<file path="config.mk">
export PLATFORM = sky130hd
export DESIGN_NAME = led_ring_animator_bcm
export DESIGN_NICKNAME = d
export VERILOG_FILES = /design/src/design/lra_pkg.sv /design/src/design/lra_front.sv /design/src/design/lra_queue.sv /design/src/design/lra_back.sv /design/src/design/led_ring_animator_bcm.sv
export SDC_FILE = /design/constraint.sdc
export NUM_CORES = 1
export LEC_CHECK = 0
export ABC_AREA = 1
export BUFFER_PORTS_ARGS = -buffer_cell sky130_fd_sc_hd__buf_2
export CORE_MARGIN = 2
export CORE_UTILIZATION = 40
export CTS_CLUSTER_DIAMETER = 50
export DETAILED_ROUTE_END_ITERATION = 10
export PLACE_DENSITY = 0.55
export SETUP_SLACK_MARGIN = 0.4
export SKIP_CTS_REPAIR_TIMING = 1
export SLEW_MARGIN = 20
export SYNTH_ARGS = -nofsm -noshare
export SYNTH_HDL_FRONTEND = slang
export SYNTH_SLANG_ARGS = --single-unit
</file>
<file path="constraint.sdc">
create_clock -name clk -period 7.1 [get_ports clk]
set_clock_uncertainty 0.15 [all_clocks]
set_input_delay 0.71 -clock clk [delete_from_list [all_inputs] [get_ports clk]]
set_output_delay 0.71 -clock clk [all_outputs]
set_load 0.005 [all_outputs]
</file>
<file path="src/design/lra_pkg.sv">
// ----------------------------------------------------------------------------
// lra_pkg: shared types and tables for the LED ring animator
// Holds the command format passed from the front end to the back end, the
// request and register codes, and the brightness and switch decode tables.
// ----------------------------------------------------------------------------
package lra_pkg;

  localparam int RING_LEDS_DEFAULT = 12;
  localparam int RING_OUT_W        = 12;
  localparam int QUEUE_DEPTH       = 2;
  localparam int SWEEP_LEN         = 28;
  localparam int CFG_IDX_W         = 2;
  localparam int CFG_DATA_W        = 16;

  localparam logic REQ_SLOT = 1'b0;
  localparam logic REQ_ANIM = 1'b1;

  localparam logic MODE_CHASER = 1'b0;
  localparam logic MODE_SWEEP  = 1'b1;

  localparam logic [1:0] SPEED_SLOW = 2'd0;
  localparam logic [1:0] SPEED_MID  = 2'd1;
  localparam logic [1:0] SPEED_FAST = 2'd2;

  localparam logic [CFG_IDX_W-1:0] CFG_SPEED_SLOW = 2'd0;
  localparam logic [CFG_IDX_W-1:0] CFG_SPEED_MID  = 2'd1;
  localparam logic [CFG_IDX_W-1:0] CFG_SPEED_FAST = 2'd2;

  localparam logic [15:0] SPEED_SLOW_RESET = 16'd13107;
  localparam logic [15:0] SPEED_MID_RESET  = 16'd32768;
  localparam logic [15:0] SPEED_FAST_RESET = 16'd42598;

  localparam logic [7:0] CENTER_CHASE_LEVEL = 8'hF0;
  localparam logic [7:0] SLOT_MASK_RESET    = 8'h01;

  typedef logic [7:0] level_t;
  typedef level_t [2:0] level_set_t;

  // One classified tick on its way to the back end
  typedef struct packed {
    logic       anim;
    logic [1:0] speed;
    logic [1:0] bset;
    logic       mode;
  } cmd_t;

  // Switch code to {brightness set, speed code}
  function automatic logic [3:0] switch_decode(input logic [2:0] code);
    logic [3:0] r;
    unique case (code)
      3'd0: r = 4'h0;
      3'd1: r = 4'h8;
      3'd2: r = 4'h1;
      3'd3: r = 4'h5;
      3'd4: r = 4'h9;
      3'd5: r = 4'h2;
      3'd6: r = 4'h6;
      3'd7: r = 4'hA;
      default: r = 4'h0;
    endcase
    return r;
  endfunction

  // Lead, middle and tail levels; set three reads as set two
  function automatic level_set_t level_set(input logic [1:0] bset);
    level_set_t r;
    unique case (bset)
      2'd0: r = {8'h19, 8'h80, 8'hFF};
      2'd1: r = {8'h33, 8'h99, 8'hFF};
      2'd2: r = {8'h4D, 8'hB3, 8'hFF};
      2'd3: r = {8'h4D, 8'hB3, 8'hFF};
      default: r = {8'h4D, 8'hB3, 8'hFF};
    endcase
    return r;
  endfunction

  // Fade ramp: 51 times k
  function automatic level_t ramp_level(input logic [2:0] k);
    level_t r;
    unique case (k)
      3'd0: r = 8'd0;
      3'd1: r = 8'd51;
      3'd2: r = 8'd102;
      3'd3: r = 8'd153;
      3'd4: r = 8'd204;
      3'd5: r = 8'd255;
      default: r = 8'd0;
    endcase
    return r;
  endfunction

endpackage

</file>
<file path="src/design/lra_front.sv">
// ----------------------------------------------------------------------------
// lra_front: tick intake and classification
// Accepts ticks, decodes the switches into speed and brightness codes and
// pushes one command into the queue per transfer.
// ----------------------------------------------------------------------------
module lra_front (
  input  logic           in_valid,
  output logic           in_ready,
  input  logic           req_type,
  input  logic [2:0]     switch_code,
  input  logic           mode_switch,
  input  logic           q_full,
  output logic           q_push,
  output lra_pkg::cmd_t  q_cmd
);

  logic [3:0] dec;

  assign dec      = lra_pkg::switch_decode(switch_code);
  assign in_ready = !q_full;
  assign q_push   = in_valid && !q_full;

  always_comb begin
    q_cmd.anim  = (req_type == lra_pkg::REQ_ANIM);
    q_cmd.speed = dec[1:0];
    q_cmd.bset  = dec[3:2];
    q_cmd.mode  = mode_switch;
  end

endmodule

</file>
<file path="src/design/lra_queue.sv">
// ----------------------------------------------------------------------------
// lra_queue: command queue between front and back end
// Small flop-based FIFO of classified ticks.
// ----------------------------------------------------------------------------
module lra_queue (
  input  logic           clk,
  input  logic           rst,
  input  logic           push,
  input  lra_pkg::cmd_t  push_cmd,
  output logic           full,
  input  logic           pop,
  output logic           valid,
  output lra_pkg::cmd_t  head
);

  localparam int DEPTH = lra_pkg::QUEUE_DEPTH;
  localparam int PW    = (DEPTH > 1) ? $clog2(DEPTH) : 1;
  localparam int CW    = $clog2(DEPTH + 1);

  lra_pkg::cmd_t         entry [DEPTH];
  logic [PW-1:0]         wr_ptr;
  logic [PW-1:0]         rd_ptr;
  logic [CW-1:0]         count;

  assign full  = (count == CW'(DEPTH));
  assign valid = (count != '0);
  assign head  = entry[rd_ptr];

  always_ff @(posedge clk) begin
    if (rst) begin
      wr_ptr <= '0;
      rd_ptr <= '0;
      count  <= '0;
    end else begin
      if (push) begin
        wr_ptr <= (wr_ptr == PW'(DEPTH - 1)) ? '0 : wr_ptr + 1'b1;
      end
      if (pop) begin
        rd_ptr <= (rd_ptr == PW'(DEPTH - 1)) ? '0 : rd_ptr + 1'b1;
      end
      if (push && !pop) begin
        count <= count + 1'b1;
      end else if (pop && !push) begin
        count <= count - 1'b1;
      end
    end
  end

  always_ff @(posedge clk) begin
    if (push) begin
      entry[wr_ptr] <= push_cmd;
    end
  end

endmodule

</file>
<file path="src/design/lra_back.sv">
// ----------------------------------------------------------------------------
// lra_back: pattern engine and result register
// Holds LED, slot and animation state, carries out one command per cycle
// while its result register is free or read, and holds each result until taken.
// ----------------------------------------------------------------------------
module lra_back #(
  parameter int RING_LEDS = lra_pkg::RING_LEDS_DEFAULT
) (
  input  logic                               clk,
  input  logic                               rst,
  input  logic                               cfg_we,
  input  logic [lra_pkg::CFG_IDX_W-1:0]      cfg_index,
  input  logic [lra_pkg::CFG_DATA_W-1:0]     cfg_data,
  input  logic                               q_valid,
  input  lra_pkg::cmd_t                      q_head,
  output logic                               q_pop,
  output logic                               out_valid,
  input  logic                               out_ready,
  output logic [lra_pkg::RING_OUT_W-1:0]     ring_leds,
  output logic                               center_led,
  output logic [7:0]                         slot_reload,
  output logic [15:0]                        step_reload
);

  localparam int IW    = $clog2(RING_LEDS);
  localparam int OW    = lra_pkg::RING_OUT_W;
  localparam int SHOWN = (RING_LEDS < OW) ? RING_LEDS : OW;
  localparam int B11   = 2 - (11 % RING_LEDS);
  localparam int B12   = 2 - (12 % RING_LEDS);

  logic [15:0]          speed_slow;
  logic [15:0]          speed_mid;
  logic [15:0]          speed_fast;
  logic [RING_LEDS-1:0] ring_pins;
  logic [RING_LEDS-1:0] ring_pins_next;
  logic                 center_pin;
  logic                 center_pin_next;
  logic [7:0]           slot_mask;
  logic [4:0]           step_counter;
  logic [4:0]           step_counter_next;
  logic                 pattern_mode;
  logic [1:0]           brightness_set;
  logic [15:0]          step_sel;
  logic [OW-1:0]        ring_show;

  lra_pkg::level_set_t  lv;

  function automatic logic lit(input lra_pkg::level_t level, input logic [7:0] mask);
    return |(level & mask);
  endfunction

  assign q_pop = q_valid && (!out_valid || out_ready);
  assign lv    = lra_pkg::level_set(brightness_set);

  // Configuration registers
  always_ff @(posedge clk) begin
    if (rst) begin
      speed_slow <= lra_pkg::SPEED_SLOW_RESET;
      speed_mid  <= lra_pkg::SPEED_MID_RESET;
      speed_fast <= lra_pkg::SPEED_FAST_RESET;
    end else if (cfg_we) begin
      unique case (cfg_index)
        lra_pkg::CFG_SPEED_SLOW: speed_slow <= cfg_data;
        lra_pkg::CFG_SPEED_MID:  speed_mid  <= cfg_data;
        lra_pkg::CFG_SPEED_FAST: speed_fast <= cfg_data;
        default: ;
      endcase
    end
  end

  always_comb begin
    unique case (q_head.speed)
      lra_pkg::SPEED_SLOW: step_sel = speed_slow;
      lra_pkg::SPEED_MID:  step_sel = speed_mid;
      default:             step_sel = speed_fast;
    endcase
  end

  // Pattern step for a slot tick; counter advance and ring clear for an animation tick
  always_comb begin
    logic [5:0] idx;
    logic [4:0] inc;
    logic [5:0] len;
    ring_pins_next    = ring_pins;
    center_pin_next   = center_pin;
    step_counter_next = step_counter;
    idx = '0;
    inc = step_counter + 5'd1;
    len = (q_head.mode == lra_pkg::MODE_SWEEP) ? 6'(lra_pkg::SWEEP_LEN) : 6'(RING_LEDS);
    if (q_head.anim) begin
      ring_pins_next    = '0;
      step_counter_next = ({1'b0, inc} >= len) ? 5'd0 : inc;
    end else if (pattern_mode == lra_pkg::MODE_CHASER) begin
      for (int i = 0; i < 3; i++) begin
        idx = {1'b0, step_counter} + 6'd3 - 6'(i);
        if (idx >= 6'(RING_LEDS)) begin
          idx = idx - 6'(RING_LEDS);
        end
        ring_pins_next[idx[IW-1:0]] = lit(lv[i], slot_mask);
      end
      center_pin_next = lit(lra_pkg::CENTER_CHASE_LEVEL, slot_mask);
    end else begin
      if (step_counter < 5'd3) begin
        for (int i = 0; i < 3; i++) begin
          if (5'(i) <= step_counter) begin
            ring_pins_next[IW'(i)] = lit(lv[2-i], slot_mask);
          end
        end
      end else if (step_counter < 5'd11) begin
        for (int i = 0; i < 3; i++) begin
          idx = {1'b0, step_counter} - 6'(i);
          if (idx < 6'(RING_LEDS)) begin
            ring_pins_next[idx[IW-1:0]] = lit(lv[i], slot_mask);
          end
        end
      end else if (step_counter == 5'd11) begin
        for (int k = 0; k < 2; k++) begin
          idx = 6'(9 + k);
          if (k < B11 && idx < 6'(RING_LEDS)) begin
            ring_pins_next[idx[IW-1:0]] = lit(lv[2-k], slot_mask);
          end
        end
      end else if (step_counter == 5'd12) begin
        for (int k = 0; k < 2; k++) begin
          idx = 6'(10 + k);
          if (k < B12 && idx < 6'(RING_LEDS)) begin
            ring_pins_next[idx[IW-1:0]] = lit(lv[2-k], slot_mask);
          end
        end
      end else if (step_counter < 5'd18) begin
        center_pin_next = lit(lra_pkg::ramp_level(3'(step_counter - 5'd12)), slot_mask);
      end else if (step_counter < 5'd23) begin
        ring_pins_next = {RING_LEDS{lit(lra_pkg::ramp_level(3'(step_counter - 5'd17)),
                                        slot_mask)}};
      end else if (step_counter < 5'(lra_pkg::SWEEP_LEN)) begin
        ring_pins_next  = {RING_LEDS{lit(lra_pkg::ramp_level(3'(5'd27 - step_counter)),
                                         slot_mask)}};
        center_pin_next = lit(lra_pkg::ramp_level(3'(5'd27 - step_counter)), slot_mask);
      end
    end
  end

  // Show only the low output-width LEDs; zero-fill a smaller ring
  always_comb begin
    ring_show = '0;
    for (int j = 0; j < SHOWN; j++) begin
      ring_show[j] = ring_pins_next[j];
    end
  end

  // Animation state
  always_ff @(posedge clk) begin
    if (rst) begin
      ring_pins      <= '0;
      center_pin     <= 1'b0;
      slot_mask      <= lra_pkg::SLOT_MASK_RESET;
      step_counter   <= '0;
      pattern_mode   <= lra_pkg::MODE_CHASER;
      brightness_set <= '0;
    end else if (q_pop) begin
      ring_pins    <= ring_pins_next;
      center_pin   <= center_pin_next;
      step_counter <= step_counter_next;
      if (q_head.anim) begin
        pattern_mode   <= q_head.mode;
        brightness_set <= q_head.bset;
      end else begin
        slot_mask <= {slot_mask[0], slot_mask[7:1]};
      end
    end
  end

  // Result register
  always_ff @(posedge clk) begin
    if (rst) begin
      out_valid <= 1'b0;
    end else if (q_pop) begin
      out_valid <= 1'b1;
    end else if (out_ready) begin
      out_valid <= 1'b0;
    end
  end

  always_ff @(posedge clk) begin
    if (q_pop) begin
      ring_leds   <= ring_show;
      center_led  <= center_pin_next;
      slot_reload <= q_head.anim ? 8'd0 : ~slot_mask;
      step_reload <= q_head.anim ? step_sel : 16'd0;
    end
  end

endmodule

</file>
<file path="src/design/led_ring_animator_bcm.sv">
// ----------------------------------------------------------------------------
// led_ring_animator_bcm: LED ring animator with binary-code modulation
// A transferred tick is written into the command queue, then applied by the
// pattern engine into the result register: one tick per cycle while results
// are taken. The two-entry command queue absorbs a stalled output for two
// ticks. Reset (sync, active high) clears LEDs, counter, mode and brightness
// set, loads the slot mask with one and restores the speed reload registers.
// ----------------------------------------------------------------------------
module led_ring_animator_bcm #(
  parameter int RING_LEDS = lra_pkg::RING_LEDS_DEFAULT
) (
  input  logic                               clk,
  input  logic                               rst,
  input  logic                               cfg_we,
  input  logic [lra_pkg::CFG_IDX_W-1:0]      cfg_index,
  input  logic [lra_pkg::CFG_DATA_W-1:0]     cfg_data,
  input  logic                               in_valid,
  output logic                               in_ready,
  input  logic                               req_type,
  input  logic [2:0]                         switch_code,
  input  logic                               mode_switch,
  output logic                               out_valid,
  input  logic                               out_ready,
  output logic [lra_pkg::RING_OUT_W-1:0]     ring_leds,
  output logic                               center_led,
  output logic [7:0]                         slot_reload,
  output logic [15:0]                        step_reload
);

  // Front end to queue
  logic          q_full;
  logic          q_push;
  lra_pkg::cmd_t q_cmd;

  // Queue to back end
  logic          q_valid;
  logic          q_pop;
  lra_pkg::cmd_t q_head;

  // Classify each transfer and push it as a command
  lra_front u_front (
    .in_valid    (in_valid),
    .in_ready    (in_ready),
    .req_type    (req_type),
    .switch_code (switch_code),
    .mode_switch (mode_switch),
    .q_full      (q_full),
    .q_push      (q_push),
    .q_cmd       (q_cmd)
  );

  // Hold commands while the back end waits on the consumer
  lra_queue u_queue (
    .clk      (clk),
    .rst      (rst),
    .push     (q_push),
    .push_cmd (q_cmd),
    .full     (q_full),
    .pop      (q_pop),
    .valid    (q_valid),
    .head     (q_head)
  );

  // Apply pattern steps, advance the animation and register the result
  lra_back #(
    .RING_LEDS (RING_LEDS)
  ) u_back (
    .clk         (clk),
    .rst         (rst),
    .cfg_we      (cfg_we),
    .cfg_index   (cfg_index),
    .cfg_data    (cfg_data),
    .q_valid     (q_valid),
    .q_head      (q_head),
    .q_pop       (q_pop),
    .out_valid   (out_valid),
    .out_ready   (out_ready),
    .ring_leds   (ring_leds),
    .center_led  (center_led),
    .slot_reload (slot_reload),
    .step_reload (step_reload)
  );

endmodule

</file>
# Word-level counts from Yosys, hierarchy flattened
# Memories as Yosys holds them, arrays and structs flattened. A register that Yosys moved wholly into a read port is not among the register bits.
# Cells that the tools add are included.
# totals
elab_cells	230
ram_bits	12
n_memories	2
input_bits	28
register_bits	119
romBits	32
out_inout_bits	39
# classes
n_addsub	16
eq_ne	24
n_mux	102
n_bitwise	8
order_cmp	27
n_reduce_logical	34
# memory_table
memory	depth	word_bits	rd	rd_ports_with_merged_regs	write_ports	line	rtl
(no name shown)	8	4	1	0	0	lra_pkg.sv:50	unique case (code)
u_queue.entry	2	6	1	1	1	lra_queue.sv:20	lra_pkg::cmd_t entry [DEPTH];
# ops
op	count
$mux W12	18
$mux W8	24
$pmux W8 S5	3
$bwmux W12	6
$pmux W24 S3	1
$and A8 B8 Y8	6
$reduce_or A8 Y1	6
$mux W4	9
$pmux W16 S2	1
$lt A4 B5 Y1 const B	6
$mux W1	26
$demux W1 S4	6
$ge A4 B1 Y1 const B	6
$eq A3 B2 Y1 const B	6
$eq A3 B3 Y1 const B	6
$ge A6 B4 Y1 const B	3
$lt A5 B5 Y1 const B	3
$lt A6 B4 Y1 const B	2
$sub A4 B4 Y4 const B	3
$eq A5 B4 Y1 const B	2
$le A1 B5 Y1 const A	2
$logic_and A1 B1 Y1	10
$lt A5 B4 Y1 const B	2
$mux W10	1
31 further kinds	53

# Logic depth before layout (Yosys ltp)
# depth
word_depth	23
depth_mapped	26
ltp_nobuf	24

# By module
# Synthesis repeated with hierarchy kept, for this count alone.
# unflattened
hier_cells	1260
hier_area_um2	8511.9
# modules_own_cells
mod	area_each_um2	cells_each	n_inst
lra_back	7721.2	1185	1
lra_queue	661.9	52	1
lra_front	128.9	23	1

# Least setup slack after synthesis
# No wires, ideal clock.
# synth_timing
kind	reg2reg
from	register u_back.step_counter[0]
to	register u_back.ring_leds[2] in the netlist's numbering, data pin
arrival_time_ps	3196
setup_time_ps	252
slack_ps	3502
n_path_buf	2
stages_incl_launch_ff	25
cell_sequence	dfxtp_1 > buf_4 > inv_1 > ha_1 > ha_1 > ha_1 > inv_1 > a21oi_2 > nand2_1 > nand2_1 > inv_1 > ha_1 > inv_1 > nand2_1 > nor2_4 > nand4_1 > nand2_2 > buf_6 > nand3_1 > nand2_1 > nand3_1 > nand2_1 > nand2_1 > nand2_1 > inv_1
# synth_between
elab_chain_len	23
# synth_lines
element	line	rtl
from (decl)	lra_back.sv:39	logic [4:0] step_counter;
from (signal assigned)	lra_back.sv:163	step_counter <= step_counter_next;
branches (longest 21 deep; another with $add A5 B2 Y6)	n/a	
$mux W12 *	lra_back.sv:93	end else if (pattern_mode == lra_pkg::MODE_CHASER) begin
$mux W12 *	lra_back.sv:90	if (q_head.anim) begin
named net u_back.ring_pins_next[2]	lra_back.sv:35	logic [RING_LEDS-1:0] ring_pins_next;
to (signal assigned)	lra_back.sv:186	ring_leds <= ring_show;
to (decl)	lra_back.sv:19	output logic [lra_pkg::RING_OUT_W-1:0] ring_leds,
# Mark *: on every way through the listed nets, which the timed path passes. The select of a mux whose other input is x is not followed.
# A chain may end at the register's enable or synchronous reset.

# Worst setup path in the final report
# layout_timing
from	register u_back.step_counter[0]
to	register u_back.ring_leds[5] in the netlist's numbering, data pin
# layout_between
elab_chain_len	23
# layout_lines
element	line
branches (longest 21 deep; another with $add A5 B2 Y6)	n/a
$mux W12 *	lra_back.sv:93
$mux W12 *	lra_back.sv:90
named net u_back.ring_pins_next[5]	lra_back.sv:35
# Marked as above.

==> impl_metrics.yaml <==
global_route:
  overflow: 0
  antenna_found_initial: 0
  grt_max_degree: 74
  grt_pass1_wl_mm: 39.9
  grt_pass1_vias: 7689
  grt_usage_pct: 22.7
worst_setup_path:
  cp_slowest_cell: "dfxtp_1"
  endpoint_kind: "flop"
  crit_arrival_ps: 4620
  cpMostUsedCell: "nand2_1"
  cp_cell_sequence: "inv_1, ha_1, ha_1, clkinv_1, ha_1, inv_1, nand2_1, nor2_1, nand3_1, nand2_1, inv_2, nand2_1, nor2_1, o21ai_0, nand2_1, nand3b_1, nand2_1, nand2_1, inv_1"
  worstSetupStartpointType: "flop"
  critPathMaxStageDelay_ps: 640
  worstSetupStartpoint: "u_back.step_counter[0]$_SDFFE_PP0P_"
  cp_data_required_time_ps: 7130
  worstPathMaxFanout: 16
  reg2reg_from: "u_back.step_counter[0]$_SDFFE_PP0P_"
  path_class: "reg2reg"
  rr_worst_depth: 19
  rrSetupSlack_ps: 2510
  r2r_end: "u_back.ring_leds[5]$_DFFE_PP_"
detailed_routing:
  vias: 8245
  avgRoutedWirePerCell_um: 16.1
  vias_per_cell: 5.32
  drtIter0Drc: 812
  drcViolationCount: 0
  firstDrtPassIters: 5
  wl_mm: 25.0
  ant_nets: 0
floorplan:
  die_y_um: 150
  core_um2: 21000
  rows: 53
  dieArea_um2: 22500
  start_util_pct: 40.7
  ios: 67
  die_x_um: 150
clock_tree:
  cts_inserted_buffers: 17
  h-tree-depth: 4
  cts_tree: "done"
  clk-insertion-delay-late_ps: 420
  cts_root_buffer: "clkbuf_16"
  clock_path_buffers: 2
  clock-sinks: 132
  path_clk_slew_ps: 60
sta:
  worst_pin_slew_ps: 1040
  holdWs_ps: 302
  fmax_mhz: 218
  setup_viol: 0
  rsz0062_at_grt: "no"
  fin_crit_sh_pct: 64.7
  setup_tns_ps: 0
  finalHoldViolations: 0
  relSlewSlack_pct: 30.7
  fin_crit_ps: 4590
  maxSlewViolCount: 0
  setup_slack_ps: 2510
hold_path:
  holdCritStartpoint: "u_queue.rd_ptr$_SDFFE_PP0P_"
  min_path_type: "reg2reg"
  holdPathStages: 1
synthesis:
  synth_area_um2: 8520
  avgSynthCellArea_um2: 6.96
  yosysSeqAreaShare_pct: 36.8
  ys.flop_type: "dfxtp_1"
  ys_top_cells_by_count: "nand2_1 (306), inv_1 (165), nand3_1 (93)"
  synth.area.top_cells: "dfxtp_1 (20%), edfxtp_1 (17%), nand2_1 (13%), inv_1 (7.3%), nand3_1 (5.5%)"
  synth_top_area_share_pct: 19.5
  synth-warning-count: 0
  ys_ff_latch: 132
  postSynthCellCount: 1224
  syn_nets: 1281
  async_flop_share_pct: 0
  synth.most_common_cell: "nand2_1"
  synth_area_leader_cell: "dfxtp_1"
  ys_types: 46
  synth_edf_count: 49
power_and_ir_drop:
  ir_drop_uv: 536
  power_density_nw_per_um2: 446
  p_leak_uw: 0.00448
finish:
  fin_nets: 1320
  regArea_um2: 3130
  fin_cells: 1551
  post-route-util_pct: 45.9
  synthToLayoutAreaGrowth_pct: 12.9
  layout-drive-gt1-share_pct: 13.4
  n_antenna_cell: 0
  multi_input_area_um2: 4490
  n_fill_cell: 2188
placement:
  placed_cells: 1519
  post-place-ws_ps: 2540
  place_congestion: 0.917
  port_buffers: 66
  dp.final_hpwl_mm: 18.0
run:
  drv_cap: 0
run_status:
  status: "completed"
how the worst max path moves through the flow:
stage	cells after the start	slack, ps	endpoint
after floorplan	24	3500	u_back.ring_leds[2]$_DFFE_PP_
after global placement	18	2710	u_back.ring_leds[10]$_DFFE_PP_
after detailed placement	21	2540	u_back.ring_leds[7]$_DFFE_PP_
after CTS	21	2510	u_back.ring_leds[7]$_DFFE_PP_
after global routing	21	2030	u_back.ring_leds[7]$_DFFE_PP_
final	19	2510	u_back.ring_leds[5]$_DFFE_PP_
routing by layer:
metal | wire length (um) | global-route usage (%)
met3 | 1540 | 5.85
met1 | 11400 | 30.1
met4 | 477 | 5.94
met5 | 0 | 0
met2 | 11700 | 36.7
per-stage QoR:
stage | cell area (um2) | total power [uW]
floorplan | 8520 | 2780
global placement | 9010 | 3390
detailed placement | 9010 | 3410
CTS | 9600 | 4300
global route | 9620 | 4650
finish | 9620 | 4290
layout make-up:
class	instances	area share, %
clock inverters	15	1.77
flip-flops and latches	132	32.6
multi-input cells	860	46.7
well taps	275	3.58
inverters	180	7.04
clock buffers	17	4.42
repair buffers	72	3.90
worst max-delay path, delay by kind of cell (launching register included):
family	cells	cell delay, ps
buf+inv	5	820
flops	1	640
simple gates	10	1160
compound gates	1	210
fa+ha+maj	3	1360
registers in the layout (all words and copies together), names as in the netlist, 2 cells and up, named ones only:
| signal | flops |
|---|---|
| u_back.ring_leds | 12 |
| u_back.ring_pins | 12 |
| u_back.brightness_set | 2 |
| u_back.slot_mask | 8 |
| u_back.step_counter | 5 |
| u_back.speed_fast | 16 |
| u_queue.count | 2 |
| u_back.slot_reload | 8 |
| u_back.speed_mid | 16 |
| u_back.step_reload | 16 |
| u_back.speed_slow | 16 |
| u_queue.entry | 12 |
power by group:
| group | switching, uW | internal (uW) | leakage (uW) | total (uW) |
|---|---|---|---|---|
| sequential | 153 | 1080 | 0.00116 | 1230 |
| clock | 360 | 526 | 0.000292 | 886 |
| combinational | 1530 | 647 | 0.00302 | 2170 |
cell usage in the layout (no fill, tap or decap), drive strengths merged, types with 4 or more instances in the layout:
cell type / instances
nand2: 320
inv: 181
nand3: 103
nor2: 102
o21ai: 99
a21oi: 94
dfxtp: 83
buf: 72
edfxtp: 49
nand4: 38
ha: 29
o211ai: 20
clkbuf: 17
o22ai: 11
clkinv: 11
o221ai: 7
a221oi: 7
a31oi: 5
nor3: 4
kinds of logic (layout without fill, tap and decap cells):
family,count (synthesis),count (layout),share of synthesized area (%)
multiplexers,2,2,0.235
buffers and inverters,232,284,10.9
AND/OR/NAND/NOR,574,574,30.5
AO/OA/AOI/OAI,252,252,17.1
adder cells (fa/ha/maj),29,29,4.26
flip-flops,132,132,36.8
XOR/XNOR,3,3,0.308
No activity file was read; power rests on OpenSTA's default activity.
